==> src/rtl/core/htfd_pkg.sv <==
// Shared types, constants and the CRC-8 step for the humidity/temperature
// frame decoder. No dependencies; used by every module of the block.
package htfd_pkg;

	// Result status codes as carried in the low bits of the result transfer.
	typedef enum logic [1:0] {
		ST_OK   = 2'd0,
		ST_BUSY = 2'd1,
		ST_CRC  = 2'd2,
		ST_INIT = 2'd3
	} status_t;

	localparam int unsigned RAW_W   = 20;
	localparam int unsigned HUM_W   = 14;
	localparam int unsigned TEMP_W  = 15;
	localparam int unsigned FRAME_W = 40;
	localparam int unsigned OUT_W   = 72;

	localparam logic [7:0] CRC_POLY   = 8'h31;
	localparam logic [7:0] CRC_INIT   = 8'hFF;
	localparam logic [7:0] READY_MASK = 8'h18;
	localparam logic [2:0] FRAME_DATA = 3'd6;

	localparam logic [13:0] HUM_SCALE  = 14'd10000;
	localparam logic [14:0] TEMP_SCALE = 15'd20000;
	localparam logic [15:0] TEMP_OFFS  = 16'd5000;

	// Finished frame outcome handed from the frame tracker to the scaler.
	typedef struct packed {
		logic             valid;
		status_t          code;
		logic [RAW_W-1:0] hum_raw;
		logic [RAW_W-1:0] temp_raw;
	} frame_res_t;

	// One byte of CRC-8, MSB first, unrolled over the eight bit steps.
	function automatic logic [7:0] crc8_byte(input logic [7:0] crc, input logic [7:0] b);
		logic [7:0] c;
		c = crc ^ b;
		for (int k = 0; k < 8; k++) begin
			if (c[7]) begin
				c = {c[6:0], 1'b0} ^ CRC_POLY;
			end else begin
				c = {c[6:0], 1'b0};
			end
		end
		return c;
	endfunction

endpackage

==> src/rtl/core/htfd_frame.sv <==
// Frame tracker: arming, byte counting, running CRC and data capture.
// Depends on htfd_pkg for the CRC step, codes and the result struct.
module htfd_frame (
	input  logic                 clk,
	input  logic                 arst_n,
	input  logic                 step,
	input  logic                 command,
	input  logic [7:0]           data_byte,
	output htfd_pkg::frame_res_t res
);

	logic                             armed_q;
	logic [2:0]                       count_q;
	logic [7:0]                       crc_q;
	logic                             busy_q;
	logic [htfd_pkg::FRAME_W-1:0]     data_q;
	logic                             ready_byte;
	logic                             last_byte;

	assign ready_byte = (data_byte & htfd_pkg::READY_MASK) == htfd_pkg::READY_MASK;
	assign last_byte  = armed_q && (count_q >= htfd_pkg::FRAME_DATA);

	// Outcome of the byte in the input register, valid only when a result is due.
	always_comb begin
		res          = '0;
		res.code     = htfd_pkg::ST_OK;
		res.hum_raw  = data_q[htfd_pkg::FRAME_W-1:htfd_pkg::RAW_W];
		res.temp_raw = data_q[htfd_pkg::RAW_W-1:0];
		if (!command) begin
			res.valid = !ready_byte;
			res.code  = htfd_pkg::ST_INIT;
		end else if (last_byte) begin
			res.valid = 1'b1;
			if (busy_q) begin
				res.code = htfd_pkg::ST_BUSY;
			end else if (crc_q != data_byte) begin
				res.code = htfd_pkg::ST_CRC;
			end else begin
				res.code = htfd_pkg::ST_OK;
			end
		end
	end

	// Control state: a status byte restarts the frame, the seventh byte closes it.
	always_ff @(posedge clk or negedge arst_n) begin
		if (!arst_n) begin
			armed_q <= 1'b0;
			count_q <= '0;
			crc_q   <= htfd_pkg::CRC_INIT;
			busy_q  <= 1'b0;
		end else if (step) begin
			if (!command || last_byte) begin
				armed_q <= !command && ready_byte;
				count_q <= '0;
				crc_q   <= htfd_pkg::CRC_INIT;
				busy_q  <= 1'b0;
			end else if (armed_q) begin
				count_q <= count_q + 3'd1;
				crc_q   <= htfd_pkg::crc8_byte(crc_q, data_byte);
				if (count_q == 3'd0) begin
					busy_q <= data_byte[7];
				end
			end
		end
	end

	// Data bytes shift in; five of them replace the whole word, so no clearing.
	always_ff @(posedge clk) begin
		if (step && command && armed_q && !last_byte && (count_q != 3'd0)) begin
			data_q <= {data_q[htfd_pkg::FRAME_W-9:0], data_byte};
		end
	end

endmodule

==> src/rtl/core/htfd_scale.sv <==
// Result formatter: scales the raw fields to hundredths and packs the transfer.
// Depends on htfd_pkg for field widths, scale constants and the result struct.
module htfd_scale (
	input  htfd_pkg::frame_res_t          res,
	output logic [htfd_pkg::OUT_W-1:0]    payload
);

	logic [33:0]                      hum_prod;
	logic [34:0]                      temp_prod;
	logic [15:0]                      temp_diff;
	logic [htfd_pkg::HUM_W-1:0]       hum_centi;
	logic signed [htfd_pkg::TEMP_W-1:0] temp_centi;
	logic                             ok;

	// One constant multiply per field, then a shift by twenty and the offset.
	assign hum_prod   = {14'd0, res.hum_raw} * {20'd0, htfd_pkg::HUM_SCALE};
	assign temp_prod  = {15'd0, res.temp_raw} * {20'd0, htfd_pkg::TEMP_SCALE};
	assign hum_centi  = hum_prod[33:20];
	assign temp_diff  = {1'b0, temp_prod[34:20]} - htfd_pkg::TEMP_OFFS;
	assign temp_centi = signed'(temp_diff[14:0]);
	assign ok         = res.code == htfd_pkg::ST_OK;

	// Pack from the lowest bit up; non-ok results carry zero values.
	always_comb begin
		payload        = '0;
		payload[1:0]   = res.code;
		if (ok) begin
			payload[21:2]  = res.hum_raw;
			payload[41:22] = res.temp_raw;
			payload[55:42] = hum_centi;
			payload[70:56] = temp_centi;
		end
	end

endmodule

==> src/rtl/core/humidity_temp_frame_decoder.sv <==
// Top level of the humidity/temperature frame decoder: input register,
// frame tracker, formatter and result register. Depends on htfd_pkg.
//
// The decoder takes one byte in every cycle while the input side is not
// stalled. A byte waits in the input register, where the frame tracker and
// the formatter work on it. When the byte causes a result, the result is
// loaded into the result register at the clock edge at which the byte leaves
// the input register, and is shown from that edge until it is taken. The input side
// stalls only when both registers are full and the result is not being taken.
// Status bytes travel with tuser low, frame bytes with tuser high.
module humidity_temp_frame_decoder (
	input  logic                      clk,
	input  logic                      arst_n,
	input  logic                      s_tvalid,
	output logic                      s_tready,
	input  logic [7:0]                s_tdata,  // data_byte[7:0]
	input  logic                      s_tuser,  // command
	output logic                      m_tvalid,
	input  logic                      m_tready,
	output logic [htfd_pkg::OUT_W-1:0] m_tdata  // status_code[1:0], humidity_raw[21:2],
	                                            // temperature_raw[41:22],
	                                            // humidity_centi[55:42],
	                                            // temperature_centi[70:56], zero pad[71]
);

	logic                           valid_s1;
	logic                           cmd_s1;
	logic [7:0]                     byte_s1;
	logic                           valid_s2;
	logic [htfd_pkg::OUT_W-1:0]     data_s2;
	logic                           adv;
	logic                           step;
	htfd_pkg::frame_res_t           res;
	logic [htfd_pkg::OUT_W-1:0]     payload;

	// The input register moves on whenever the result register is free or emptying.
	assign adv      = !valid_s2 || m_tready;
	assign step     = valid_s1 && adv;
	assign s_tready = !valid_s1 || adv;
	assign m_tvalid = valid_s2;
	assign m_tdata  = data_s2;

	htfd_frame u_frame (
		.clk       (clk),
		.arst_n    (arst_n),
		.step      (step),
		.command   (cmd_s1),
		.data_byte (byte_s1),
		.res       (res)
	);

	htfd_scale u_scale (
		.res     (res),
		.payload (payload)
	);

	// Valid flags of both registers.
	always_ff @(posedge clk or negedge arst_n) begin
		if (!arst_n) begin
			valid_s1 <= 1'b0;
			valid_s2 <= 1'b0;
		end else begin
			if (s_tready) begin
				valid_s1 <= s_tvalid;
			end
			if (adv) begin
				valid_s2 <= step && res.valid;
			end
		end
	end

	// Payload registers.
	always_ff @(posedge clk) begin
		if (s_tvalid && s_tready) begin
			cmd_s1  <= s_tuser;
			byte_s1 <= s_tdata;
		end
		if (step && res.valid) begin
			data_s2 <= payload;
		end
	end

	// A non-ok result carries nothing but its status code.
	a_nonok_zero: assert property (@(posedge clk) disable iff (!arst_n)
		m_tvalid && (m_tdata[1:0] != htfd_pkg::ST_OK) |-> (m_tdata[71:2] == '0))
		else $error("non-ok result with non-zero fields");

	// Scaled humidity stays below one hundred percent.
	a_hum_range: assert property (@(posedge clk) disable iff (!arst_n)
		m_tvalid |-> (m_tdata[55:42] <= 14'd9999))
		else $error("humidity out of range");

	// The input side stalls only when both registers are full and the output is held.
	a_stall_cause: assert property (@(posedge clk) disable iff (!arst_n)
		!s_tready |-> (valid_s1 && valid_s2 && !m_tready))
		else $error("input stalled without cause");

	// A result taken with nothing behind it leaves the result register empty.
	a_drain: assert property (@(posedge clk) disable iff (!arst_n)
		m_tvalid && m_tready && !valid_s1 |=> !m_tvalid)
		else $error("result repeated");

endmodule

==> config.mk <==
export PLATFORM = sky130hd
export DESIGN_NAME = humidity_temp_frame_decoder
export DESIGN_NICKNAME = d
export VERILOG_FILES = /design/src/rtl/core/htfd_pkg.sv /design/src/rtl/core/htfd_frame.sv /design/src/rtl/core/htfd_scale.sv /design/src/rtl/core/humidity_temp_frame_decoder.sv
export SDC_FILE = /design/constraint.sdc
export NUM_CORES = 1
export LEC_CHECK = 0
export BUFFER_PORTS_ARGS = -buffer_cell sky130_fd_sc_hd__buf_2
export CAP_MARGIN = 20
export CORE_UTILIZATION = 40
export CTS_BUF_LIST = sky130_fd_sc_hd__clkbuf_8 sky130_fd_sc_hd__clkbuf_16
export CTS_CLUSTER_DIAMETER = 150
export DETAILED_ROUTE_END_ITERATION = 16
export PLACE_DENSITY = 0.62
export SYNTH_ARGS = -nofsm -noshare
export SYNTH_HDL_FRONTEND = slang
export SYNTH_SLANG_ARGS = --single-unit
==> constraint.sdc <==
create_clock -name clk -period 17.3 [get_ports clk]
set_clock_uncertainty 0.2 [all_clocks]
set_input_delay 0.865 -clock clk [delete_from_list [all_inputs] [get_ports clk]]
set_output_delay 0.865 -clock clk [all_outputs]
set_load 0.02 [all_outputs]
* Yosys cells after proc, flatten, opt, wreduce, memory -nomap -nowiden
Index checks and enable logic that the tools add are counted. W data, S select, Z words.
Cells by class: $add $sub $neg 2, multipliers 2, div/mod/pow operators 0, $lt $le $gt $ge 1, equal/unequal tests 2, shifts and indexed selects 0, multiplexer cells 40, bitwise logic cells 9, reduce and logical (&&, ||, !) cells 25
Operators by type and width (count):
- $mux W8 | 23
- $mul A20 B10 Y30 const B | 2
- $mux W6 | 8
- $not A3 Y3 | 8
- $sub A15 B13 Y15 const B | 1
- $mux W3 | 4
- $logic_and A1 B1 Y1 | 9
- $ne A8 B8 Y1 | 1
- $xor A8 B8 Y8 | 1
- $logic_not A1 Y1 | 5
- $mux W2 | 2
- $reduce_and A2 Y1 | 2
- $reduce_bool A2 Y1 | 2
- $add A3 B1 Y3 const B | 1
- $ge A3 B3 Y1 const B | 1
- $logic_not A3 Y1 | 1
- $logic_or A1 B1 Y1 | 3
- $mux W1 | 3
- $reduce_and A3 Y1 | 1
- $reduce_bool A3 Y1 | 1
- $eq A2 B2 Y1 const B | 1
- $logic_not A2 Y1 | 1
Word-level totals: flip-flop bits (word level) 135, bits in latches 0, memory bits (writable) 0, ROM bits 0, bits of input ports 13, output and inout bits 74, logic and storage cells 92, memories 0

* Logic depth before layout (Yosys ltp)
depth in word-level cells 40, mapped depth 25, mapped depth without buffers 25

* Modules after synthesis
A second synthesis with hierarchy kept.
Second synthesis, totals: cell total of the unflattened synthesis 978, area total of the unflattened synthesis 11014.3 sq um
By module, submodules not included:
- htfd_scale | instances 1, cells each 759, area each 6379.9 sq um, seq. area each 0.0 sq um
- humidity_temp_frame_decoder | instances 1, cells each 91, area each 2543.7 sq um, seq. area each 2482.4 sq um
- htfd_frame | instances 1, cells each 128, area each 2090.8 sq um, seq. area each 1536.5 sq um

* Worst setup path after synthesis
OpenSTA, ideal clock, no wires.
path type register to register, start point register u_frame.data_q[12] (netlist name), end point register data_s2 (netlist bit m_tdata[67]) (data pin), data arrival time 5.331 ns, setup slack 11.622 ns, cell stages (with the launch flop) 22, buffers on the path 0, cell sequence edfxtp_1 inv_1 fa_1 inv_1 ha_1 fa_1 ha_1 inv_1 fa_1 inv_1 ha_1 nand4_1 or4_4 a21boi_1 or2_2 ha_1 nand2_1 a21oi_2 nor3_1 or4b_1 a31o_1 a21oi_1
Between the ends: longest elaborated chain between the ends 2
Ends and longest elaborated chain:
- from (decl) | line htfd_frame.sv:16 | logic [htfd_pkg::FRAME_W-1:0] data_q;
- from (signal assigned) | line htfd_frame.sv:70 | data_q <= {data_q[htfd_pkg::FRAME_W-9:0], data_byte};
- $mul A20 B10 Y30 | line htfd_scale.sv:17 | assign temp_prod = {15'd0, res.temp_raw} * {20'd0, htfd_pkg::TEMP_SCALE};
- $sub A15 B13 Y15 | line htfd_scale.sv:19 | assign temp_diff = {1'b0, temp_prod[34:20]} - htfd_pkg::TEMP_OFFS;
- to (signal assigned) | line humidity_temp_frame_decoder.sv:79 | data_s2 <= payload;
- to (decl) | line humidity_temp_frame_decoder.sv:30 | logic [htfd_pkg::OUT_W-1:0] data_s2;
Every way passes these cells. A chain may end at the register's enable or synchronous reset.

* Worst setup path after layout
Ends and elaborated chain as after synthesis.

==> results.py <==
metrics = {
    "logic_synthesis": {
        "yosysTopAreaCell": "edfxtp_1",
        "synth.avg_cell_area_um2": 11.23,
        "synth.top_cell.area_share_pct": 33.02,
        "yosys-top-cells-area": "edfxtp_1, ha_1, fa_1",
        "synthFlopType": "edfxtp_1",
        "synth_area_um2": 10910,
        "yosys-top-cells-count": "inv_1, ha_1, edfxtp_1",
        "ys_warn_count": 0,
        "synth_async_sr_flop_share_pct": 11.11,
        "synth-seq-cells": 135,
        "synth.distinct_cells": 65,
        "synthCells": 972,
        "synth-edff-count": 120,
        "yosysSeqAreaShare_pct": 36.55,
        "syn-num-nets": 1241,
        "yosysMostFrequentCell": "inv_1",
    },
    "pwr": {
        "p_int_mw": 1.257,
        "seq_power_share_pct": 20.7,
        "p_leak_nw": 5.925,
        "p_total_mw": 2.314,
        "clock_power_share_pct": 16.3,
        "peakVddDrop_v": 0.00009038,
        "powerDensity_nw_per_um2": 186.6,
        "power.switching_mw": 1.057,
        "switching_share_pct": 45.69,
        "p_comb_share_pct": 63.0,
    },
    "placed_design": {
        "placedCellCount": 1390,
        "post-place-ws_ps": 11090,
        "placed_cell_area_um2": 11750,
        "port_buffers": 85,
        "place_hpwl_mm": 16.54,
        "place_congestion": 0.8330,
    },
    "drt": {
        "drtIter0Drc": 298,
        "wl_per_cell_um": 14.96,
        "wl_mm": 21.30,
        "drc": 0,
        "vias": 6895,
        "first_pass_iters": 5,
        "ant_nets": 0,
        "viasPerCell": 4.842,
    },
    "critical_path": {
        "end_kind": "register",
        "crit_buf_inv": 5,
        "crit_family": "adder cells",
        "cp_data_arrival_time_ps": 6350,
        "cp_slowest_cell": "fa_1",
        "timing.rr.start": "u_frame.data_q[12]",
        "worstSetupPathType": "reg -> reg",
        "cpPeakStageDelay_ps": 570,
        "r2r_slack_ps": 11030,
        "r2r_end": "m_tdata[67]",
        "crit_required_ps": 17380,
        "cp_max_fo": 6,
        "rr_worst_depth": 23,
        "startpoint_type": "register",
        "cp_cell_sequence": "inv_1, fa_1, inv_1, ha_1, fa_1, ha_1, inv_1, fa_1, inv_1, ha_1, nand4_1, nor2_1, a2111oi_4, inv_2, nor3_1, or2_2, ha_1, nand2_1, a21oi_2, nor3_1, or4b_1, a31o_1, a21oi_1",
    },
    "clocking": {
        "clock_latency_ps": 440,
        "clock_sinks": 135,
        "ctsResizeCount": 0,
        "cts_buffers": 17,
        "cts_tree": "built",
        "cts_hold_buf": 0,
        "clk_pin_slew_ps": 80,
        "root_buffer": "clkbuf_16",
        "htreeDepth": 4,
        "cts_max_path_buffers": 2,
        "post_cts_buffers": 0,
    },
    "global_routing": {
        "antenna_found_initial": 0,
        "overflow": 0,
        "grt_pass1_wl_mm": 35.54,
        "grt_max_degree": 73,
        "grt_pass1_vias": 7047,
        "globalRouteTotalUtil_pct": 16.28,
    },
    "sta": {
        "maxSlewHeadroom_pct": 34.40,
        "fin_ws_ps": 11030,
        "setup-violations-final": 0,
        "drv_slew": 0,
        "setup_tns_ps": 0,
        "hold_viol": 0,
        "finalCriticalPeriod_ps": 6273,
        "worst_slew_pin_slew_ps": 984.1,
        "fmaxAchievable_ghz": 0.1594,
        "period_share_pct": 36.26,
        "rsz0062_at_grt": "false",
    },
    "final_layout": {
        "final_area_um2": 12400,
        "layout.cells.non_filler": 1424,
        "diodes": 0,
        "fillCellCount": 2508,
        "ff_latch_area_um2": 3989,
        "nets": 1339,
        "area_delta_synth_final_pct": 13.63,
        "drive_above_1_share_pct": 14.50,
        "multi_input_area_um2": 6053,
    },
    "floorplanning": {
        "io_pins": 87,
        "start_util_pct": 40.61,
        "die_w_um": 167.2,
        "die_h_um": 167.2,
        "die_area_um2": 27950,
        "row_count": 60,
        "core-area_um2": 26880,
    },
    "worst_hold_path": {
        "min-delay-path-class": "in -> async",
    },
    "status": {
        "status": "finished, final reports clean",
    },
    "flow_run": {
        "maxCapViolations": 0,
    },
}
==> metrics by stage <==
stage,hold slack [ps],util [%]
after CTS,125.2,46.04
after global routing,146.3,46.15
after global placement,276.0,43.72
after floorplan,247.6,-
after detailed placement,286.3,43.72
final,132.1,46.15
==> worst max-delay path by stage <==
stage | from | endpoint | slack [ps] | cells past startpoint
6_report | u_frame.data_q[12] | m_tdata[67] | 11030 | 23
5_1_grt | u_frame.data_q[13] | m_tdata[67] | 10650 | 23
4_1_cts | u_frame.data_q[12] | m_tdata[67] | 11050 | 23
3_5_place_dp | u_frame.data_q[12] | m_tdata[67] | 11090 | 23
3_3_place_gp | u_frame.data_q[12] | m_tdata[67] | 11140 | 21
2_1_floorplan | u_frame.data_q[12] | m_tdata[67] | 11620 | 21
==> per-layer routing <==
metal  wire length [um]  GRT usage, %  share of wire (%)  vias to the layer above
li1                   -             -                  -                     3401
met1               9696         21.09                 46                     3356
met2              10640         27.96                 50                      117
met3                709         2.836                3.3                       21
met4                258         4.627                1.2                        0
met5                  0             0                  0                        -
==> power by group through the flow <==
stage	clock network (mW)	registers (mW)	logic, mW
floorplan	0	0.520	1.13
global placement	0	0.487	1.44
detailed placement	0	0.489	1.45
CTS	0.386	0.482	1.47
global route	0.400	0.487	1.67
finish	0.377	0.480	1.46
==> state kept, by name, indices dropped and copies added (netlist names) <==
| signal | cells |
|---|---|
| u_frame.count_q | 3 |
| u_frame.busy_q | 1 |
| cmd_s1 | 1 |
| u_frame.armed_q | 1 |
| byte_s1 | 8 |
| m_tvalid | 1 |
| u_frame.crc_q | 8 |
| u_frame.data_q | 40 |
| valid_s1 | 1 |
| m_tdata | 71 |
==> cells in the final DEF, fill, tap and decap left out, types with 3 or more instances in the layout <==
cell type,synthesis,layout
a21o_1,13,13
xor2_1,21,21
inv_8,0,3
buf_2,0,85
o21ai_0,12,12
nor2_1,85,84
dfstp_2,8,8
a21oi_2,4,4
edfxtp_1,120,120
a21oi_1,33,33
inv_1,223,222
o21ai_1,3,3
nand3_1,7,7
ha_1,164,164
nand2_1,32,32
clkinv_8,0,7
a211oi_1,5,5
and2_1,14,14
dfrtp_1,7,7
inv_6,0,3
o211ai_1,3,3
fa_1,92,92
xnor2_1,27,27
o31ai_1,3,3
o21ai_2,3,3
nand4_1,7,7
clkbuf_16,0,17
and3_1,5,5
nand2b_1,5,4
nor2b_1,7,7
a211oi_2,3,3
nor3_1,10,10
nor4_1,4,4
==> cells by family (layout without fill, tap and decap cells) <==
logic type | after synthesis | count (layout) | synth area share, %
fa+ha+maj | 256 | 256 | 35.68
buf+inv | 234 | 345 | 8.082
simple gates | 188 | 188 | 8.105
flops | 135 | 135 | 36.55
compound gates | 108 | 108 | 7.360
xor+xnor | 49 | 49 | 4.104
other cells | 1 | 1 | 0.03436
mux | 1 | 1 | 0.09172
==> area by class of cell <==
| type | count | share of cell area [%] |
|---|---|---|
| clock inverters | 15 | 1.604 |
| inverters | 224 | 6.780 |
| multi-input cells | 603 | 48.81 |
| clock buffers | 17 | 3.430 |
| repair buffers | 89 | 3.773 |
| well taps | 341 | 3.440 |
| flip-flops and latches | 135 | 32.16 |
No activity file was read; power rests on OpenSTA's default activity.
